**src/design/jrct_pkg.sv**
```systemverilog
// ----------------------------------------------------------------------------
// Job ring completion tracker package
// Field widths, stream packing layout and item codes shared by the design.
// ----------------------------------------------------------------------------
package jrct_pkg;

	localparam int KEY_W     = 64;
	localparam int STATUS_W  = 32;
	localparam int OUTCOME_W = 2;
	localparam int FIELD4_W  = 4;

	// Input tdata: desc_address, done_status.
	localparam int IN_DATA_W  = 96;
	// Output tdata: outcome, slot, status_out, retired, in_flight, zero pad.
	localparam int OUT_DATA_W = 48;

	typedef enum logic {
		KIND_SUBMIT   = 1'b0,
		KIND_COMPLETE = 1'b1
	} kind_t;

	typedef enum logic [OUTCOME_W-1:0] {
		OUTCOME_OK       = 2'd0,
		OUTCOME_FULL     = 2'd1,
		OUTCOME_NO_MATCH = 2'd2,
		OUTCOME_EMPTY    = 2'd3
	} outcome_t;

endpackage

```
**src/design/job_ring_completion_tracker.sv**
```systemverilog
// ----------------------------------------------------------------------------
// Job ring completion tracker
// A submit, or a completion into an empty ring, goes straight to ST_REPLY.
// Other completions run the serial key compare over 1 to RING_DEPTH-1 slots
// from tail; a match at tail starts the tail walk, which retires each later
// done slot and stops at a pending entry or at head. One item at a time:
// s_tready returns the cycle after the result enters the output register.
// Reset clears the sequencer, head, tail and output valid; the RAM needs none.
// ----------------------------------------------------------------------------
module job_ring_completion_tracker #(
	parameter int RING_DEPTH = 16
) (
	input  logic                           clk,
	input  logic                           arst_n,
	// Input stream. tdata from bit 0: desc_address[63:0], done_status[95:64].
	// tuser: kind (0 submit, 1 completion).
	input  logic                           s_tvalid,
	output logic                           s_tready,
	input  logic [jrct_pkg::IN_DATA_W-1:0] s_tdata,
	input  logic                           s_tuser,
	// Output stream. tdata from bit 0: outcome[1:0], slot[5:2],
	// status_out[37:6], retired[41:38], in_flight[45:42], zero pad [47:46].
	output logic                            m_tvalid,
	input  logic                            m_tready,
	output logic [jrct_pkg::OUT_DATA_W-1:0] m_tdata
);

	import jrct_pkg::*;

	localparam int IDX_W = $clog2(RING_DEPTH);
	localparam int ENT_W = KEY_W + 1;

	// The sequencer: one state per phase of an item, one-hot coded.
	typedef enum logic [3:0] {
		ST_IDLE   = 4'b0001,
		ST_SEARCH = 4'b0010,
		ST_WALK   = 4'b0100,
		ST_REPLY  = 4'b1000
	} state_t;

	state_t state_q;

	// Ring pointers. The ring is a power of two, so they wrap by truncation.
	logic [IDX_W-1:0] head_q;
	logic [IDX_W-1:0] tail_q;

	// Item registers, captured when a transaction is accepted.
	logic [KEY_W-1:0]    key_q;
	logic [STATUS_W-1:0] status_q;
	logic [IDX_W-1:0]    idx_q;
	logic [IDX_W-1:0]    left_q;

	// Result under construction.
	outcome_t            res_outcome_q;
	logic [IDX_W-1:0]    res_slot_q;
	logic [STATUS_W-1:0] res_status_q;
	logic [IDX_W-1:0]    res_retired_q;

	// Output register, so the next item may enter while a result waits.
	logic                  out_valid_q;
	logic [OUT_DATA_W-1:0] out_data_q;

	// Each RAM entry holds the job key with its done mark on top. Entries
	// between tail and head were all written by a submit, which clears the
	// mark, so entries outside the ring never need to be cleared.
	logic             ram_wr_en;
	logic [IDX_W-1:0] ram_wr_addr;
	logic [ENT_W-1:0] ram_wr_data;
	logic [IDX_W-1:0] ram_rd_addr;
	logic [ENT_W-1:0] ram_rd_data;

	logic             in_accept;
	kind_t            in_kind;
	logic [IDX_W-1:0] count;
	logic             ring_full;
	logic             key_hit;
	logic             ent_done;
	logic [IDX_W-1:0] tail_next;
	logic             reply_load;
	logic [IDX_W-1:0] in_flight_idx;
	logic [31:0]      slot_wide;
	logic [31:0]      retired_wide;
	logic [31:0]      in_flight_wide;

	assign s_tready  = (state_q == ST_IDLE);
	assign in_accept = s_tvalid && s_tready;
	assign in_kind   = kind_t'(s_tuser);

	assign count     = head_q - tail_q;
	assign ring_full = (count == IDX_W'(RING_DEPTH - 1));
	assign tail_next = tail_q + IDX_W'(1);

	// The shared compare unit: one stored entry against the captured key.
	assign ent_done = ram_rd_data[KEY_W];
	assign key_hit  = !ent_done && (ram_rd_data[KEY_W-1:0] == key_q);

	// The result moves to the output register once that register is free.
	assign reply_load = (state_q == ST_REPLY) && (!out_valid_q || m_tready);

	// RAM write: a submit stores its key with the mark clear; a matched
	// completion rewrites the entry with the mark set.
	always_comb begin
		ram_wr_en   = 1'b0;
		ram_wr_addr = head_q;
		ram_wr_data = {1'b0, s_tdata[KEY_W-1:0]};
		case (state_q)
			ST_IDLE: begin
				ram_wr_en = in_accept && (in_kind == KIND_SUBMIT) && !ring_full;
			end
			ST_SEARCH: begin
				ram_wr_en   = key_hit;
				ram_wr_addr = idx_q;
				ram_wr_data = {1'b1, key_q};
			end
			default: begin
				ram_wr_en = 1'b0;
			end
		endcase
	end

	// RAM read address runs one slot ahead of the entry being examined, so
	// the registered read data lines up with idx_q (search) or tail_q (walk).
	always_comb begin
		case (state_q)
			ST_SEARCH: ram_rd_addr = idx_q + IDX_W'(1);
			ST_WALK:   ram_rd_addr = tail_next;
			default:   ram_rd_addr = tail_q;
		endcase
	end

	jrct_ram #(
		.WIDTH (ENT_W),
		.DEPTH (RING_DEPTH)
	) u_key_ram (
		.clk     (clk),
		.wr_en   (ram_wr_en),
		.wr_addr (ram_wr_addr),
		.wr_data (ram_wr_data),
		.rd_addr (ram_rd_addr),
		.rd_data (ram_rd_data)
	);

	// Sequencer and ring pointers.
	always_ff @(posedge clk or negedge arst_n) begin
		if (!arst_n) begin
			state_q <= ST_IDLE;
			head_q  <= '0;
			tail_q  <= '0;
		end else begin
			case (state_q)
				ST_IDLE: begin
					if (in_accept) begin
						if (in_kind == KIND_SUBMIT) begin
							if (!ring_full) begin
								head_q <= head_q + IDX_W'(1);
							end
							state_q <= ST_REPLY;
						end else if (count == '0) begin
							state_q <= ST_REPLY;
						end else begin
							state_q <= ST_SEARCH;
						end
					end
				end
				ST_SEARCH: begin
					if (key_hit) begin
						// A match at tail retires it at once; the walk then
						// continues over any later entries already done.
						if (idx_q == tail_q) begin
							tail_q  <= tail_next;
							state_q <= (tail_next == head_q) ? ST_REPLY : ST_WALK;
						end else begin
							state_q <= ST_REPLY;
						end
					end else if (left_q == IDX_W'(1)) begin
						state_q <= ST_REPLY;
					end
				end
				ST_WALK: begin
					if (ent_done) begin
						tail_q <= tail_next;
						if (tail_next == head_q) begin
							state_q <= ST_REPLY;
						end
					end else begin
						state_q <= ST_REPLY;
					end
				end
				ST_REPLY: begin
					if (reply_load) begin
						state_q <= ST_IDLE;
					end
				end
				default: begin
					state_q <= ST_IDLE;
				end
			endcase
		end
	end

	// Item and result registers; these carry data only and need no reset.
	always_ff @(posedge clk) begin
		case (state_q)
			ST_IDLE: begin
				if (in_accept) begin
					key_q         <= s_tdata[KEY_W-1:0];
					status_q      <= s_tdata[KEY_W +: STATUS_W];
					idx_q         <= tail_q;
					left_q        <= count;
					res_slot_q    <= '0;
					res_status_q  <= '0;
					res_retired_q <= '0;
					if (in_kind == KIND_SUBMIT) begin
						res_outcome_q <= ring_full ? OUTCOME_FULL : OUTCOME_OK;
						if (!ring_full) begin
							res_slot_q <= head_q;
						end
					end else begin
						res_outcome_q <= (count == '0) ? OUTCOME_EMPTY : OUTCOME_OK;
					end
				end
			end
			ST_SEARCH: begin
				if (key_hit) begin
					res_slot_q   <= idx_q;
					res_status_q <= status_q;
					if (idx_q == tail_q) begin
						res_retired_q <= IDX_W'(1);
					end
				end else begin
					idx_q  <= idx_q + IDX_W'(1);
					left_q <= left_q - IDX_W'(1);
					if (left_q == IDX_W'(1)) begin
						res_outcome_q <= OUTCOME_NO_MATCH;
					end
				end
			end
			ST_WALK: begin
				if (ent_done) begin
					res_retired_q <= res_retired_q + IDX_W'(1);
				end
			end
			default: begin
				res_retired_q <= res_retired_q;
			end
		endcase
	end

	// Output fields are four bits wide whatever the ring depth.
	assign in_flight_idx  = head_q - tail_q;
	assign slot_wide      = 32'(res_slot_q);
	assign retired_wide   = 32'(res_retired_q);
	assign in_flight_wide = 32'(in_flight_idx);

	always_ff @(posedge clk or negedge arst_n) begin
		if (!arst_n) begin
			out_valid_q <= 1'b0;
		end else if (reply_load) begin
			out_valid_q <= 1'b1;
		end else if (m_tready) begin
			out_valid_q <= 1'b0;
		end
	end

	always_ff @(posedge clk) begin
		if (reply_load) begin
			out_data_q <= {2'b00,
				in_flight_wide[FIELD4_W-1:0],
				retired_wide[FIELD4_W-1:0],
				res_status_q,
				slot_wide[FIELD4_W-1:0],
				res_outcome_q};
		end
	end

	assign m_tvalid = out_valid_q;
	assign m_tdata  = out_data_q;

endmodule

```
**src/design/jrct_ram.sv**
```systemverilog
// ----------------------------------------------------------------------------
// Generic single-write, single-read RAM
// One write port and one read port with a registered read.
// ----------------------------------------------------------------------------
module jrct_ram #(
	parameter int WIDTH = 8,
	parameter int DEPTH = 16
) (
	input  logic                     clk,
	input  logic                     wr_en,
	input  logic [$clog2(DEPTH)-1:0] wr_addr,
	input  logic [WIDTH-1:0]         wr_data,
	input  logic [$clog2(DEPTH)-1:0] rd_addr,
	output logic [WIDTH-1:0]         rd_data
);

	logic [WIDTH-1:0] mem_q [DEPTH];

	always_ff @(posedge clk) begin
		if (wr_en) begin
			mem_q[wr_addr] <= wr_data;
		end
		rd_data <= mem_q[rd_addr];
	end

endmodule

```
**config.mk**
```make
export PLATFORM = sky130hd
export DESIGN_NAME = job_ring_completion_tracker
export DESIGN_NICKNAME = d
export VERILOG_FILES = /design/src/design/jrct_pkg.sv /design/src/design/job_ring_completion_tracker.sv /design/src/design/jrct_ram.sv
export SDC_FILE = /design/constraint.sdc
export NUM_CORES = 1
export LEC_CHECK = 0
export BUFFER_PORTS_ARGS = -buffer_cell sky130_fd_sc_hd__buf_2
export CAP_MARGIN = 5
export CORE_MARGIN = 2
export CORE_UTILIZATION = 39
export CTS_CLUSTER_SIZE = 20
export DETAILED_ROUTE_END_ITERATION = 8
export GPL_TIMING_DRIVEN = 0
export PLACE_DENSITY = 0.55
export SYNTH_ARGS = -nofsm -noshare
export SYNTH_HDL_FRONTEND = slang
export SYNTH_SLANG_ARGS = --single-unit
```
**constraint.sdc**
```tcl
create_clock -name clk -period 11.7 [get_ports clk]
set_clock_uncertainty 0.15 [all_clocks]
set_input_delay 1.755 -clock clk [delete_from_list [all_inputs] [get_ports clk]]
set_output_delay 1.755 -clock clk [all_outputs]
set_load 0.01 [all_outputs]
```
; ---- Yosys cells after proc, flatten, opt, wreduce, memory -nomap -nowiden
; Memories as Yosys holds them, arrays and structs flattened. A register that Yosys moved wholly into a read port is not among the register bits.
; Cells that the tools add are included.
[totals]
ff_bits = 205
ramBits = 1040
in_bits = 101
out_inout_bits = 50
mem_count = 1
[mem_list]
columns = memory, depth, width, rd, rd_clocked_by_memory_dff, wr, line
row1 = u_key_ram.mem_q, 16, 65, 1, 1, 1, jrct_ram.sv:17  ; logic [WIDTH-1:0] mem_q [DEPTH];
[classes]
n_addsub = 6
eq_ne = 18
muxes = 49
n_bitwise = 2
n_reduce_logical = 22
[op_table]
columns = cell, n
row1 = two-way mux 4 bit, 26
row2 = two-way mux 65 bit, 1
row3 = == test 64 bit, 1
row4 = two-way mux 32 bit, 2
row5 = one-hot mux 32 bit (2 select lines), 1
row6 = one-hot mux 4 bit (2 select lines), 5
row7 = "adder 4 x 1 -> 4 bit, second input constant", 4
row8 = one-hot mux 4 bit (4 select lines), 1
row9 = AND reduction 4 bit, 4
row10 = one-hot mux 4 bit (3 select lines), 1
row11 = two-way mux 2 bit, 5
row12 = "inequality test 2 bit, second input constant", 5
row13 = "== test 4 x 1 -> 1 bit, second input constant", 2
row14 = == test 4 bit, 2
row15 = "== test 4 bit, second input constant", 2
row16 = "inequality test 3 bit, second input constant", 2
row17 = AND reduction 3 bit, 2
row18 = nonzero test 2 bit, 3
row19 = logical AND 1 bit, 5
row20 = two-way mux 1 bit, 5
row21 = AND reduction 5 bit, 1
row22 = "== test 4 x 2 -> 1 bit, second input constant", 1
row23 = "== test 4 x 3 -> 1 bit, second input constant", 1
row24 = logical NOT 4 bit, 1
row25 = other kinds (10), 14

; ---- Depth between registers and ports, before layout
[depth]
word_depth = 7
depth_mapped = 12

; ---- Cells and area by module
; A second synthesis with hierarchy kept.
[unflattened]
cells_unflattened = 2377
area_unflattened_um2 = 49167.2
[modules_own_cells]
columns = mod, instances, cells_per_inst, area_each_um2, seq_area_each_um2
row1 = jrct_ram, 1, 1673, 40239.8, 32531.2
row2 = job_ring_completion_tracker, 1, 704, 8927.3, 6092.1

; ---- Worst setup path after synthesis
; Ideal clock, no wire load.
[synth_path]
path_type = input to register
from = in s_tvalid
to = mem u_key_ram.mem_q[3][0] (netlist bit), enable pin
setup_ps = 488
t_arrival_ps = 5283
slack_ps = 5779
cell_stages = 5
path_buffers = 0
cell_sequence = nand2_1 > a211o_1 > o21ai_0 > a31oi_1 > nor2_1
[synth_between]
elab_chain_len = 6
[synth_lines]
columns = element, line
row1 = "start, declared", job_ring_completion_tracker.sv:17  ; input logic s_tvalid,
row2 = logical AND 1 bit, job_ring_completion_tracker.sv:86  ; assign in_accept = s_tvalid && s_tready;
row3 = logical AND 1 bit (2 in a row), job_ring_completion_tracker.sv:108  ; ram_wr_en = in_accept && (in_kind == KIND_SUBMIT) && !ring_full;
row4 = one-hot mux 1 bit (2 select lines), job_ring_completion_tracker.sv:106  ; case (state_q)
row5 = two-way mux 1 bit, jrct_ram.sv:20  ; if (wr_en) begin
row6 = two-way mux 1 bit (not written as such), jrct_ram.sv:21  ; mem_q[wr_addr] <= wr_data;
row7 = "end, declared", jrct_ram.sv:17
; Every way passes these cells.

; ---- Final worst setup path
[layout_path]
from = reg key_q[47]
to = mem u_key_ram.mem_q[15][34] (netlist bit), enable pin
[layout_between]
elab_chain_len = 5
[layout_lines]
columns = element, line
row1 = "start, declared", job_ring_completion_tracker.sv:48  ; logic [KEY_W-1:0] key_q;
row2 = "start signal, assigned", job_ring_completion_tracker.sv:206  ; key_q <= s_tdata[KEY_W-1:0];
row3 = == test 64 bit, job_ring_completion_tracker.sv:95  ; assign key_hit = !ent_done && (ram_rd_data[KEY_W-1:0] == key_q);
row4 = logical AND 1 bit, job_ring_completion_tracker.sv:95
row5 = one-hot mux 1 bit (2 select lines), job_ring_completion_tracker.sv:106
row6 = two-way mux 1 bit, jrct_ram.sv:20
row7 = two-way mux 1 bit (not written as such), jrct_ram.sv:21
; Every way passes these cells.

==> results by group <==
Status
  – Outcome: finished clean

Logic synthesis
  – Post-Syn Area per Cell: 13.57 µm²
  – Ys flop type: edfxtp_1
  – Top-area cell type share of the netlist area: 0.7229
  – Yosys cell types: 65
  – Ys async rst share: 0.009924
  – Biggest area consumer among synthesized cells: edfxtp_1
  – Synthesized cell area: 51,180 µm²
  – Synthesized flop and latch total: 1,310
  – Top cells by count, synth: edfxtp_1 (1,232), nand2_1 (1,123), nand3_1 (141)
  – Count leader, synth: edfxtp_1
  – EDFF count, synth: 1,232
  – Mapped Cells: 3,772
  – Yosys warns: 0
  – Synth area leaders: edfxtp_1 (72%), nand2_1 (8.2%), dfxtp_1 (2.5%)
  – Sequential area share after synthesis: 0.7547

Place
  – Post-DP HPWL: 97.58 mm
  – Post-placement setup slack: 6.564 ns
  – GP Congestion: 0.8312
  – Dpl cells: 5,707
  – Area post-placement: 55,110 µm²
  – I/O Buffers: 148

Clocking
  – # resized after CTS: 0
  – CTS tree: done
  – Clk root buf: clkbuf_16
  – Worst-path clk slew: 0.06 ns
  – CTS buffer count: 140
  – Clock Latency Late Sink: 0.77 ns
  – Clk sink count: 1,310
  – Clk buf depth: 3
  – H-tree levels: 4
  – Cts hold-fix bufs: 0
  – Setup bufs post-CTS: 0

Worst setup path
  – R2R setup slack: 6.64 ns
  – Worst reg2reg path depth: 9
  – Critical path required time: 12.00 ns
  – Crit Reg-Reg Startpoint: key_q[47]$_DFFE_PP_
  – CP Data Arrival Time: 5.36 ns
  – Crit path launch type: flop
  – Crit-path most repeated cell: buf_12
  – Slowest stage delay, CP: 0.89 ns
  – Crit Path Category: flop to flop
  – Master of the slowest instance on the critical path: nor2_4
  – Worst Path Max Fanout: 25
  – Crit-path cells: xor2_1 > nor4_1 > nand4_1 > or4_4 > o21ai_0 > a31oi_2 > nor2_4 > buf_12 > buf_12
  – Worst r2r dst: u_key_ram.mem_q[15][34]$_DFFE_PP_
  – Critical Path Sink Type: flop

Detailed routing
  – Vias per cell: 5.405
  – DR iter-0 viols: 3,484
  – Detailed-route wire length: 149.7 mm
  – Drt drc: 0
  – Vias: 32,240
  – WL/cell: 25.09 µm
  – Antenna viol nets, final: 0
  – TritonRoute pass-1 iters: 6

STA
  – Max-slew violation count: 0
  – Rel. slew slack: 0.1119
  – Final hold viol count: 0
  – Final setup margin: 6.636 ns
  – Final period util: 0.4328
  – Min Tclk post-route: 5.064 ns
  – Final setup viols: 0
  – Worst slew pin tran: 1.332 ns
  – FMAX: 197.5 MHz
  – Setup TNS Final: 0 ns
  – Unrepaired setup endpoints after global routing: false
  – WHS: 0.2598 ns

Pwr
  – Clock Power Share: 0.279
  – Share of power burned in registers: 0.386
  – Part of the power in combinational logic: 0.335
  – Peak supply drop: 0.1613 mV
  – Overall power: 15.57 mW
  – Switching share of power: 0.3695
  – Psw: 5.753 mW
  – Pleak: 20.90 nW
  – P_int: 9.816 mW
  – Pwr dens: 261.4 nW/µm²

Finish
  – # nets final: 4,218
  – Diode count: 0
  – Synth-to-layout area growth: 16.40%
  – Share of cells above drive strength 1: 0.1276
  – Filler cells: 11,700
  – Post-route cell area: 59,570 µm²
  – Fin cells: 5,965
  – Register area: 38,620 µm²
  – Core Util, Final: 0.4589
  – Area taken by multi-input logic gates: 11,390 µm²

Floorplan
  – Die area: 134,100 µm²
  – Core footprint: 129,800 µm²
  – Height of the chip: 366.2 µm
  – I/O pins: 151
  – Site Rows: 132
  – Die X: 366.2 µm
  – Initial core utilization: 0.3942

Global route
  – Met3 Use GR: 0.04191
  – First-pass GRT wire length: 215.0 mm
  – Total track usage: 0.2195
  – Initial antenna violation count: 9
  – Largest net degree at the start of global routing: 61
  – GR Overflow Total: 0
  – Grt met2 use: 0.3365
  – Met1 usage: 0.3178
  – Top Usage Layer GRT: met2
  – Vias in the first global route: 30,710

Worst hold path
  – Hold depth: 0
  – Worst hold path class: flop to flop
  – Hold_sp: res_status_q[7]$_SDFFCE_PP0P_
  – Endpoint, Worst Hold: m_tdata[13]$_DFFE_PP_

Job
  – Max Cap Viol: 0
## state kept, by name (all words and copies together), names as in the netlist, 32 cells and up
name               flops
status_q              32
key_q                 64
u_key_ram.rd_data     65
u_key_ram.mem_q     1040
res_status_q          32
m_tdata               46
## worst max path at each step
stage / startpoint / endpoint / slack, ns / depth (start not counted)
finish: key_q[47]$_DFFE_PP_ / u_key_ram.mem_q[15][34]$_DFFE_PP_ / 6.64 / 9
global route: key_q[47]$_DFFE_PP_ / u_key_ram.mem_q[15][41]$_DFFE_PP_ / 6.46 / 9
CTS: key_q[47]$_DFFE_PP_ / u_key_ram.mem_q[15][53]$_DFFE_PP_ / 6.55 / 9
detailed placement: key_q[47]$_DFFE_PP_ / u_key_ram.mem_q[15][53]$_DFFE_PP_ / 6.56 / 9
global placement: key_q[47]$_DFFE_PP_ / u_key_ram.mem_q[3][37]$_DFFE_PP_ / 2.05 / 7
floorplan: s_tvalid / u_key_ram.mem_q[3][0]$_DFFE_PP_ / 5.78 / 5
## layer usage
layer	vias up	wire, µm
met4	0	3650
met1	16100	66190
met3	194	12320
li1	14590	-
met2	1348	67530
met5	-	0
## worst max-delay path, delay by kind of cell (launching register included)
kind | cells | cell delay (ns)
and+or+nand+nor | 4 | 2.43
AOI/OAI and AO/OA | 2 | 0.84
buffers and inverters | 2 | 0.51
DFF | 1 | 0.48
xor gates and xnor gates | 1 | 0.27
## cells in the final DEF (no fill, tap or decap), types with 12 or more instances in the layout
cell / Yosys / layout
edfxtp_1: 1232 / 1232
nand2_1: 1123 / 1123
buf_2: 82 / 231
clkbuf_1: 114 / 157
clkbuf_16: 0 / 146
nand3_1: 141 / 141
and3_1: 132 / 132
a211oi_1: 132 / 132
a31oi_1: 132 / 131
o21ai_0: 85 / 78
o21ai_1: 64 / 70
a22oi_1: 66 / 66
o221ai_1: 65 / 65
dfxtp_1: 65 / 65
xor2_1: 43 / 43
and2_1: 36 / 36
buf_12: 0 / 32
xnor2_1: 31 / 31
inv_1: 27 / 26
buf_6: 19 / 20
clkinv_1: 0 / 20
buf_1: 20 / 19
nor2_1: 34 / 18
clkinv_2: 0 / 18
buf_4: 11 / 16
nor2_4: 0 / 16
nor4_1: 13 / 13
clkbuf_8: 0 / 13
dfrtp_1: 12 / 12
## layout make-up
class	instances	share of cell area
Clock inverter	56	0.007834
Clock buffer	202	0.06704
Tap cell	1742	0.03659
Timing Repair Buffer	192	0.02678
Multi-Input combinational cell	2189	0.1912
Sequential cell	1310	0.6484
Buffer	246	0.02033
Inverter	28	0.001848
## cell families (layout without fill, tap and decap cells)
logic type	Yosys count	after routing	share of synthesized area
AND/OR/NAND/NOR	1518	1518	0.1269
flip-flops	1310	1310	0.7547
AO/OA/AOI/OAI	584	584	0.07718
buffers and inverters	274	724	0.02570
XOR/XNOR	74	74	0.01266
adder cells (fa/ha/maj)	10	10	0.002592
other	1	2	0.00007328
multiplexers	1	1	0.0002200
## power groups by stage
stage | Combinational (mW) | Sequential, mW | Clock [mW]
floorplan | 3.05 | 6.06 | 0
global placement | 5.09 | 6.15 | 0
detailed placement | 5.20 | 6.10 | 0
CTS | 5.22 | 6.01 | 4.40
global route | 5.62 | 6.04 | 4.57
finish | 5.22 | 6.01 | 4.34
Note: power is estimated with default switching activity, not from simulation.
